$ cat config.mk
export PLATFORM = sky130hd
export DESIGN_NAME = lpmr_ctrl
export DESIGN_NICKNAME = d
export VERILOG_FILES = /design/src/lpmr_pkg.sv /design/src/lpmr_ctrl.sv
export SDC_FILE = /design/constraint.sdc
export NUM_CORES = 1
export LEC_CHECK = 0
export ABC_AREA = 1
export BUFFER_PORTS_ARGS = -buffer_cell sky130_fd_sc_hd__buf_2
export CAP_MARGIN = 40
export CORE_UTILIZATION = 53
export DETAILED_ROUTE_END_ITERATION = 10
export GPL_ROUTABILITY_DRIVEN = 0
export PLACE_DENSITY_LB_ADDON = 0.12
export SLEW_MARGIN = 20
export SYNTH_ARGS = -nofsm -noshare
export SYNTH_HDL_FRONTEND = slang
export SYNTH_SLANG_ARGS = --single-unit
$ cat constraint.sdc
create_clock -name clk_i -period 3.6 [get_ports clk_i]
set_input_delay 0.54 -clock clk_i [delete_from_list [all_inputs] [get_ports clk_i]]
set_output_delay 0.54 -clock clk_i [all_outputs]
set_load 0.01 [all_outputs]
$ cat src/lpmr_pkg.sv
// ----------------------------------------------------------------------------
// Length-prefixed message ring package
// Shared constants and the command and status bundles between the
// controller and the datapath.
// ----------------------------------------------------------------------------
package lpmr_pkg;

  localparam int unsigned LEN_W    = 10;
  localparam int unsigned BYTE_W   = 8;
  localparam int unsigned BUDGET_W = 7;
  localparam int unsigned PEND_W   = 10;

  localparam logic              OP_APPEND  = 1'b0;
  localparam logic              OP_DRAIN   = 1'b1;
  localparam logic              KIND_STAT  = 1'b0;
  localparam logic              KIND_BYTE  = 1'b1;
  localparam logic [BYTE_W-1:0] TERMINATOR = 8'h00;
  localparam logic [BYTE_W-1:0] BYTE_MASK  = 8'hFF;
  localparam int unsigned       OVERHEAD   = 3;

  typedef struct packed {
    logic load;
    logic a_eval;
    logic w_hi;
    logic w_lo;
    logic w_byte;
    logic w_term;
    logic a_stat;
    logic d_rd_hi;
    logic d_rd_lo;
    logic d_len;
    logic d_rd;
    logic d_out;
  } dp_cmd_t;

  typedef struct packed {
    logic first;
    logic refuse;
    logic drop;
    logic arem_zero;
    logic arem_one;
    logic cnt_zero;
    logic active;
    logic ring_empty;
    logic slot_free;
    logic d_end;
    logic d_last;
  } dp_status_t;

endpackage

$ cat src/lpmr_ctrl.sv
// ----------------------------------------------------------------------------
// Length-prefixed message ring controller
// Sequences appends and drain ticks and drives the datapath commands.
// ----------------------------------------------------------------------------
module lpmr_ctrl (
  input  logic                   clk_i,
  input  logic                   rst_ni,
  input  logic                   in_valid_i,
  input  logic                   operation_i,
  output logic                   in_ready_o,
  input  lpmr_pkg::dp_status_t   stat_i,
  output lpmr_pkg::dp_cmd_t      cmd_o
);
  import lpmr_pkg::*;

  typedef enum logic [12:0] {
    S_IDLE  = 13'b0000000000001,
    S_AEVAL = 13'b0000000000010,
    S_WHI   = 13'b0000000000100,
    S_WLO   = 13'b0000000001000,
    S_WBYTE = 13'b0000000010000,
    S_WTERM = 13'b0000000100000,
    S_ASTAT = 13'b0000001000000,
    S_DCHK  = 13'b0000010000000,
    S_DHI   = 13'b0000100000000,
    S_DLO   = 13'b0001000000000,
    S_DLEN  = 13'b0010000000000,
    S_DRD   = 13'b0100000000000,
    S_DOUT  = 13'b1000000000000
  } state_e;

  state_e state_q, state_d;

  always_ff @(posedge clk_i or negedge rst_ni) begin
    if (!rst_ni) begin
      state_q <= S_IDLE;
    end else begin
      state_q <= state_d;
    end
  end

  assign in_ready_o = (state_q == S_IDLE);

  always_comb begin
    state_d = state_q;
    cmd_o   = '0;
    unique case (state_q)
      S_IDLE: begin
        if (in_valid_i) begin
          cmd_o.load = 1'b1;
          state_d    = (operation_i == OP_APPEND) ? S_AEVAL : S_DCHK;
        end
      end
      S_AEVAL: begin
        cmd_o.a_eval = 1'b1;
        if (stat_i.first) begin
          state_d = stat_i.refuse ? S_ASTAT : S_WHI;
        end else begin
          state_d = (!stat_i.drop && !stat_i.arem_zero) ? S_WBYTE : S_ASTAT;
        end
      end
      S_WHI: begin
        cmd_o.w_hi = 1'b1;
        state_d    = S_WLO;
      end
      S_WLO: begin
        cmd_o.w_lo = 1'b1;
        state_d    = S_WBYTE;
      end
      S_WBYTE: begin
        cmd_o.w_byte = 1'b1;
        state_d      = stat_i.arem_one ? S_WTERM : S_ASTAT;
      end
      S_WTERM: begin
        cmd_o.w_term = 1'b1;
        state_d      = S_ASTAT;
      end
      S_ASTAT: begin
        if (stat_i.slot_free) begin
          cmd_o.a_stat = 1'b1;
          state_d      = S_IDLE;
        end
      end
      S_DCHK: begin
        if (stat_i.cnt_zero || (!stat_i.active && stat_i.ring_empty)) begin
          state_d = S_IDLE;
        end else begin
          state_d = stat_i.active ? S_DRD : S_DHI;
        end
      end
      S_DHI: begin
        cmd_o.d_rd_hi = 1'b1;
        state_d       = S_DLO;
      end
      S_DLO: begin
        cmd_o.d_rd_lo = 1'b1;
        state_d       = S_DLEN;
      end
      S_DLEN: begin
        cmd_o.d_len = 1'b1;
        state_d     = S_DRD;
      end
      S_DRD: begin
        cmd_o.d_rd = 1'b1;
        state_d    = S_DOUT;
      end
      S_DOUT: begin
        if (stat_i.slot_free) begin
          cmd_o.d_out = 1'b1;
          if (stat_i.d_last) begin
            state_d = S_IDLE;
          end else begin
            state_d = stat_i.d_end ? S_DHI : S_DRD;
          end
        end
      end
      default: begin
        state_d = S_IDLE;
      end
    endcase
  end

endmodule

### Word-level counts from Yosys, hierarchy flattened

Index checks and enable logic that the tools add are counted.

* output and inout bits: 13
* latch bits: 0
* word-level logic and storage cells: 51
* input bits: 15
* memories kept: 0
* ROM bits: 0
* bits in writable memories: 0
* flip-flop bits (word level): 13

* mux-type cells: 27
* shift operators: 0
* div/mod/pow operators: 0
* reduce and logical (&&, ||, !) cells: 7
* eq/ne operators: 16
* bitwise gates (word level): 0
* multiply operators: 0
* $lt $le $gt $ge: 0
* add/subtract/negate cells: 0

Operator list (count)
* 13-bit case mux with 13 select lines: 1
* 12-bit two-way mux: 4
* 13-bit two-way mux: 3
* 7-bit two-way mux: 4
* 1-bit two-way mux: 14
* 13-bit by 1-bit equality test with 1-bit output, second input constant: 1
* 13-bit by 10-bit equality test with 1-bit output, second input constant: 1
* 13-bit by 11-bit equality test with 1-bit output, second input constant: 1
* 13-bit by 12-bit equality test with 1-bit output, second input constant: 1
* 13-bit equality test, second input constant: 1
* 13-bit by 2-bit equality test with 1-bit output, second input constant: 1
* 13-bit by 3-bit equality test with 1-bit output, second input constant: 1
* 13-bit by 4-bit equality test with 1-bit output, second input constant: 1
* 13-bit by 5-bit equality test with 1-bit output, second input constant: 1
* 13-bit by 6-bit equality test with 1-bit output, second input constant: 1
* 13-bit by 7-bit equality test with 1-bit output, second input constant: 1
* 13-bit by 8-bit equality test with 1-bit output, second input constant: 1
* 13-bit by 9-bit equality test with 1-bit output, second input constant: 1
* 8-bit two-way mux: 1
* 2-bit inequality test, second input constant: 3
* 1-bit zero test: 3
* 3-bit AND reduction: 1
* 1-bit logical AND: 2
* 1-bit logical OR: 1

### Depth between registers and ports, before layout

Gate-level depths: netlist of the first run.

* depth in word-level cells: 5
* mapped depth: 9
* mapped depth without buffers: 9

### Least setup slack after synthesis of the first run

No wires, ideal clock.

* path type: register to output
* start: register state_q[8]
* end: output port cmd_o[11] in the netlist's numbering
* stages on the path, launching flop included: 6
* arrival: 1.075 ns
* path slack: 1.985 ns
* cell sequence: dfrtp_1 -> nor2_2 -> nand3_1 -> nor2_2 -> nand2_2 -> nor2_1

RTL lines
* start, declared: RTL line lpmr_ctrl.sv:32 `state_e state_q, state_d;`
* start signal, assigned: RTL line lpmr_ctrl.sv:38 `state_q <= state_d;`
* end, declared: RTL line lpmr_ctrl.sv:12 `output lpmr_pkg::dp_cmd_t cmd_o`

==> impl_results.md, run 1 <==
- Final Max Slew Viols: 0
- Mean post-synth cell area: 6.45 um^2
- Top flop regs: state_q: 13 flops
- Clk pwr share: 0.196
- Top Layer Used: met4
- Area leader, netlist: dfrtp_1
- CP required: 3.06 ns
- Worst R2R Start: state_q[12]$_DFFE_PN0P_
- Post-DR vias/cell: 5.03
- Final Power: 0.456 mW
- RSZ-0062 raised after global routing: false
- CTS Hold Buffers Added: 0
- Final Net Count: 185
- Clk Latency, worst-skew pair: 0.27 ns
- Initial DRC count: 12
- Core area: 1540 um^2
- Crit path arrival time: 1.56 ns
- # rows: 14
- Setup TNS: 0 ns
- Area share of the largest cell type after synthesis: 0.338
- Number of synthesized flops with an enable pin: 0
- Die span in x: 43.0 um
- CTS tree: built
- Total wire length: 1940 um
- ANT cells: 0
- Metal3 WL: 90 um
- Top reg by flops: state_q
- Status: finished, final reports clean
- Final Util: 0.695
- Synth area leaders: dfrtp_1 34%, inv_1 14%, nand2_1 11%
- Met2 routed WL: 1020 um
- CTS resizes: 0
- P_int: 0.273 mW
- Max clock buf depth: 2
- Flop pwr share: 0.384
- Crit path from: state_q[12]$_DFFE_PN0P_
- Min Tclk post-route: 2.10 ns
- Crit end category: output pin
- Cell Count, Final, Fillers Out: 185
- Slew Limit Headroom: 0.797
- Dpl ws: 1.80 ns
- Root buf cell: clkbuf_4
- Cell area after placement: 1040 um^2
- Worst vdd ir: 304 uV
- Register area share after synthesis: 0.367
- Chip height: 43.0 um
- Max-cap viol count: 0
- DP Cell Count: 181
- Mapped cell area: 890 um^2
- Main synth FF type: dfrtp_1
- CTS buffer count: 3
- Initial antenna violation count: 0
- Worst hold slack: 0.140 ns
- Pin count of the biggest net entering global routing: 14
- CP Launch Type: flip-flop
- Yosys Warn Count: 0
- Clock Sinks: 13
- Share of cells above drive strength 1: 0.278
- First-pass GRT wire length: 3290 um
- Pwr Density: 426 nW/um^2
- Area Overhead vs Synth: 20.4%
- # Post-CTS Setup Buffers: 0
- Wire length on met1: 811 um
- Crit-path max FO: 6
- Count leader, synth: inv_1
- R2r worst-path depth: 9
- NetSw: 0.183 mW
- Async set-or-reset flop fraction in the synthesized netlist: 1.00
- Most frequent cells after synthesis: 34 x inv_1, 26 x nand2_1, 24 x nor2_1
- Detailed-route via count: 930
- Logic pwr share: 0.420
- Final instance area: 1070 um^2
- Hpwl dp: 1590 um
- CTS H-tree depth: 1
- Antenna viol nets, final: 0
- Worst min-delay path class: input port to async pin
- Largest register FFs: 13
- P_leak: 0.768 nW
- Final Hold Vio Count: 0
- Global route overflow: 0
- Input/output buffers: 27
- DRC violations left: 0
- CP Class: flip-flop to output pin
- Initial Utilization: 0.577
- Clock-pin slew on the worst setup and hold paths: 0.08 ns
- Post-Syn Instances: 138
- Netlist cell types: 19
- Setup-failing EPs final: 0
- Worst setup margin: 1.50 ns
- DRT Pass-1 Iters: 4
- #FFs+latches synth: 13
- Switching share of total power: 0.402
- Slew @ Worst Pin: 0.305 ns
- Final Skew: 0.00712 ns
- Total track usage: 0.241
- Syn_nets: 153
- Vias in the first global route: 816
- Die Area: 1850 um^2
- Routed len/inst: 10.5 um
- Fmax: 476 MHz
- Final worst-path cycle share: 0.584
- I/O pins: 28
## layout make-up
class,count,area [um^2]
tap,16,20.0
timing repair buffer,27,135
clock buffer,4,26.3
fill,154,470
multi-input combinational,90,432
inverter,35,131
sequential,13,327
## cells by family (layout without fill, tap and decap cells)
kind of cell / Yosys count / count (layout) / synth area share
AO/OA/AOI/OAI: 6 / 6 / 0.0408
buffers and inverters: 35 / 66 / 0.148
flip-flops: 13 / 13 / 0.367
AND/OR/NAND/NOR: 84 / 84 / 0.444
## power by group through the flow
| stage | Clock (mW) | Sequential [mW] | Combinational [mW] |
|---|---|---|---|
| CTS | 0.0925 | 0.175 | 0.193 |
| floorplan | 0 | 0.175 | 0.143 |
| finish | 0.0894 | 0.175 | 0.191 |
| global placement | 0 | 0.176 | 0.189 |
| global route | 0.0982 | 0.176 | 0.214 |
| detailed placement | 0 | 0.178 | 0.191 |
## critical path, cell delays in order (launching register included)
cell	delay [ns]
dfrtp_1	0.39
inv_1	0.16
nand3_1	0.17
nor2_2	0.20
nand2_2	0.10
nor2_1	0.13
buf_2	0.15
## placed cells by master, fill, tap and decap left out
cell / count
nand4_1: 1
nand2_2: 4
dfstp_2: 1
inv_1: 34
nor3_1: 8
o31ai_1: 1
nand2_4: 1
a21oi_1: 2
nand2_1: 26
inv_2: 1
nor2_1: 24
a21oi_2: 1
buf_2: 27
clkbuf_1: 1
nor2_4: 1
or3b_1: 1
nor2_2: 8
o21ai_0: 2
dfrtp_1: 12
nand3_1: 8
clkbuf_4: 3
nand3b_1: 2
## metal layers
metal / vias up / GRT usage
met5: - / 0
met4: 0 / 0.0727
met3: 2 / 0.0511
met2: 24 / 0.445
met1: 429 / 0.274
li1: 475 / -
## path summary, 6_finish.rpt
path | to | slack (ns)
worst min register to register | state_q[12]$_DFFE_PN0P_ | 0.50
min in group clk_i | state_q[1]$_DFFE_PN0P_ | 0.43
worst min-delay path | state_q[11]$_DFFE_PN0P_ | 0.14
worst max-delay path | cmd_o[11] | 1.50
max in group asynchronous | state_q[0]$_DFFE_PN1P_ | 3.18
worst max register to register | state_q[0]$_DFFE_PN1P_ | 2.06
No activity file was read; power rests on OpenSTA's default activity.
==> inputs of run 2 (changes only) <==
--- a/config.mk
+++ b/config.mk
@@ -5,10 +5,10 @@
 export SDC_FILE = /design/constraint.sdc
 export NUM_CORES = 1
 export LEC_CHECK = 0
-export ABC_AREA = 1
+export ABC_AREA = 0
 export BUFFER_PORTS_ARGS = -buffer_cell sky130_fd_sc_hd__buf_2
 export CAP_MARGIN = 40
-export CORE_UTILIZATION = 53
+export CORE_UTILIZATION = 45
 export DETAILED_ROUTE_END_ITERATION = 10
 export GPL_ROUTABILITY_DRIVEN = 0
 export PLACE_DENSITY_LB_ADDON = 0.12
==> constraint.sdc (replaced) <==
create_clock -name clk_i -period 1.85 [get_ports clk_i]
set_input_delay 0.2775 -clock clk_i [delete_from_list [all_inputs] [get_ports clk_i]]
set_output_delay 0.2775 -clock clk_i [all_outputs]
set_load 0.01 [all_outputs]
==> run 2 against run 1 <==
Against the previous run: the flow now finishes with violations (setup timing); register-to-register slack got worse by 2.3 ns; global-route usage grew 1.9 points; via count up 19%; power rose to 2.7 times the previous value; clock skew decreased by 0.0060 ns; final area is 40% higher; sequential power up 91%; worst hold slack improved by 0.012 ns; sequential cell count stayed put; clock power grew 110%; critical path type unchanged.
==> impl_results.md, run 2 <==
- Crit path cell chain: or3_4, or4_4, nor2_4, nand2_2, inv_2, buf_6
- Share of cells above drive strength 1: 0.494
- Detailed-route via count: 1105
- Depth of the worst hold-timing path: 2
- Reg area: 328 um^2
- Post-DR vias/cell: 5.55
- Mapped cell area: 960 um^2
- Chip height: 48.2 um
- Slew @ Worst Pin: 0.374 ns
- Largest register FFs: 13
- Switching share of total power: 0.395
- DRC violations left: 0
- Flop pwr share: 0.269
- Pin count of the biggest net entering global routing: 14
- CTS H-tree depth: 1
- Mean post-synth cell area: 8.13 um^2
- Most frequent cells in the layout: 27 x buf_4, 26 x buf_2, 11 x dfrtp_1, 10 x nor2_1
- Vias in the first global route: 937
- Multi-input logic area: 712 um^2
- Area Overhead vs Synth: 56.2%
- Max-cap viol count: 0
- Failing checks: setup timing
- Commonest non-fill, non-tap cell in the layout: buf_4
- Fmax: 443 MHz
- Final Max Slew Viols: 0
- Syn_nets: 133
- Dpl ws: -0.126 ns
- Final Skew: 0.00112 ns
- CTS tree: built
- Netlist cell types: 39
- Hold path start: operation_i
- # rows: 16
- Total track usage: 0.260
- Initial Utilization: 0.484
- CTS buffer count: 3
- Root buf cell: clkbuf_4
- #FFs+latches synth: 13
- Reg2Reg Setup Slack: -0.21 ns
- Most frequent cells after synthesis: 14 x nor2_1, 12 x dfrtp_1, 7 x a21oi_1, 7 x nor3_1, 7 x nor4_1
- Crit path to: cmd_o[11]
- Number of synthesized flops with an enable pin: 0
- Initial antenna violation count: 0
- Clock Sinks: 13
- Slowest CP cell: or4_4
- Clock-pin slew on the worst setup and hold paths: 0.09 ns
- Register area share after synthesis: 0.340
- Worst R2R Start: state_q[4]$_DFFE_PN0P_
- Pwr Density: 828 nW/um^2
- R2r endpoint: state_q[0]$_DFFE_PN1P_
- Worst min-delay path class: input port to flip-flop
- CP Class: flip-flop to output pin
- Final Hold Vio Count: 0
- Final Net Count: 188
- Crit path arrival time: 1.98 ns
- Input/output buffers: 27
- Hpwl dp: 1990 um
- Post-Syn Instances: 118
- Async set-or-reset flop fraction in the synthesized netlist: 1.00
- Global route overflow: 0
- Die Area: 2320 um^2
- Initial DRC count: 15
- CP Launch Type: flip-flop
- Die span in x: 48.2 um
- Final worst-path cycle share: 1.22
- Crit end category: output pin
- Fill cells: 138
- Logic pwr share: 0.578
- Total wire length: 2880 um
- Min Tclk post-route: 2.26 ns
- Area share of the largest cell type after synthesis: 0.313
- Status: complete, but fails checks
- P_leak: 0.731 nW
- Worst vdd ir: 786 uV
- RSZ-0062 raised after global routing: true
- CP peak stage delay: 0.55 ns
- Worst setup margin: -0.408 ns
- Top reg by flops: state_q
- Clk pwr share: 0.154
- NetSw: 0.491 mW
- Core area: 1980 um^2
- Top flop regs: state_q: 13 flops
- Count leader, synth: nor2_1
- DP Cell Count: 185
- P_int: 0.751 mW
- Main synth FF type: dfrtp_1
- CP required: 1.57 ns
- I/O pins: 28
- Routed len/inst: 14.5 um
- Synth area leaders: dfrtp_1 31%, nor2_1 5.5%, nor4_1 4.6%
- Yosys Warn Count: 0
- Crit-path max FO: 4
- Slew Limit Headroom: 0.749
- Antenna viol nets, final: 0
- Crit path from: state_q[4]$_DFFE_PN0P_
- DRT Pass-1 Iters: 4
- Area leader, netlist: dfrtp_1
- Setup-failing EPs final: 17
- Max clock buf depth: 2
- R2r worst-path depth: 7
- Cell Count, Final, Fillers Out: 199
- Clk Latency, worst-skew pair: 0.28 ns
- First-pass GRT wire length: 4040 um
- ANT cells: 0
[run 2: critical path, delay by kind of cell, from the launching register on]
kind,cells,cell delay [ns]
buffers and inverters,2,0.15
flip-flops,1,0.39
AND/OR/NAND/NOR,4,1.16
[run 2: per-stage QoR]
stage               hold WS [ns]   util  instance area (um^2)  setup TNS (ns)  power [mW]
detailed placement         0.188  0.641                  1270          -0.885       0.833
floorplan                -0.0181      -                  1000           -1.23       0.654
finish                     0.152  0.756                  1500           -4.51        1.24
global placement           0.185  0.641                  1270          -0.439       0.817
CTS                        0.143  0.722                  1430           -4.67        1.16
global route               0.166  0.756                  1500           -5.78        1.30
[run 2: worst min path at each step]
stage	to	slack, ns
floorplan	state_q[10]$_DFFE_PN0P_	-0.02
global placement	state_q[9]$_DFFE_PN0P_	0.19
detailed placement	state_q[6]$_DFFE_PN0P_	0.19
CTS	state_q[1]$_DFFE_PN0P_	0.14
global route	state_q[1]$_DFFE_PN0P_	0.17
finish	state_q[1]$_DFFE_PN0P_	0.15
[run 2: kinds of logic (layout without fill, tap and decap cells)]
kind of cell	Yosys count	after routing	synth area share
xor+xnor	3	3	0.0274
buf+inv	13	67	0.0678
compound gates	20	20	0.132
simple gates	69	69	0.433
flops	13	13	0.340
[run 2: layout make-up]
type,count,share of cell area
multi-input combinational,92,0.475
inverter,6,0.0150
sequential,13,0.219
tap,27,0.0225
timing repair buffer,57,0.251
clock buffer,4,0.0175
[run 2: power groups by stage]
stage | combinational (mW) | sequential, mW | clock (mW)
finish | 0.717 | 0.334 | 0.191
CTS | 0.638 | 0.332 | 0.186
detailed placement | 0.501 | 0.332 | 0
global placement | 0.484 | 0.332 | 0
floorplan | 0.322 | 0.332 | 0
global route | 0.762 | 0.336 | 0.202
[run 2: repair_timing]
| action | in CTS | in global routing |
|---|---|---|
| hold buffers | 1 | 0 |
| gates resized for setup | 16 | 8 |
| hold endpoints to repair | 12 | 0 |
| pin swaps | 7 | 8 |
| setup buffers | 5 | 4 |
| setup endpoints to repair | 17 | 19 |
[run 2: routing by layer]
layer  GRT usage  wire, um
met1       0.313      1270
met2       0.445      1460
met3      0.0370        97
met5           0         0
met4       0.139        48
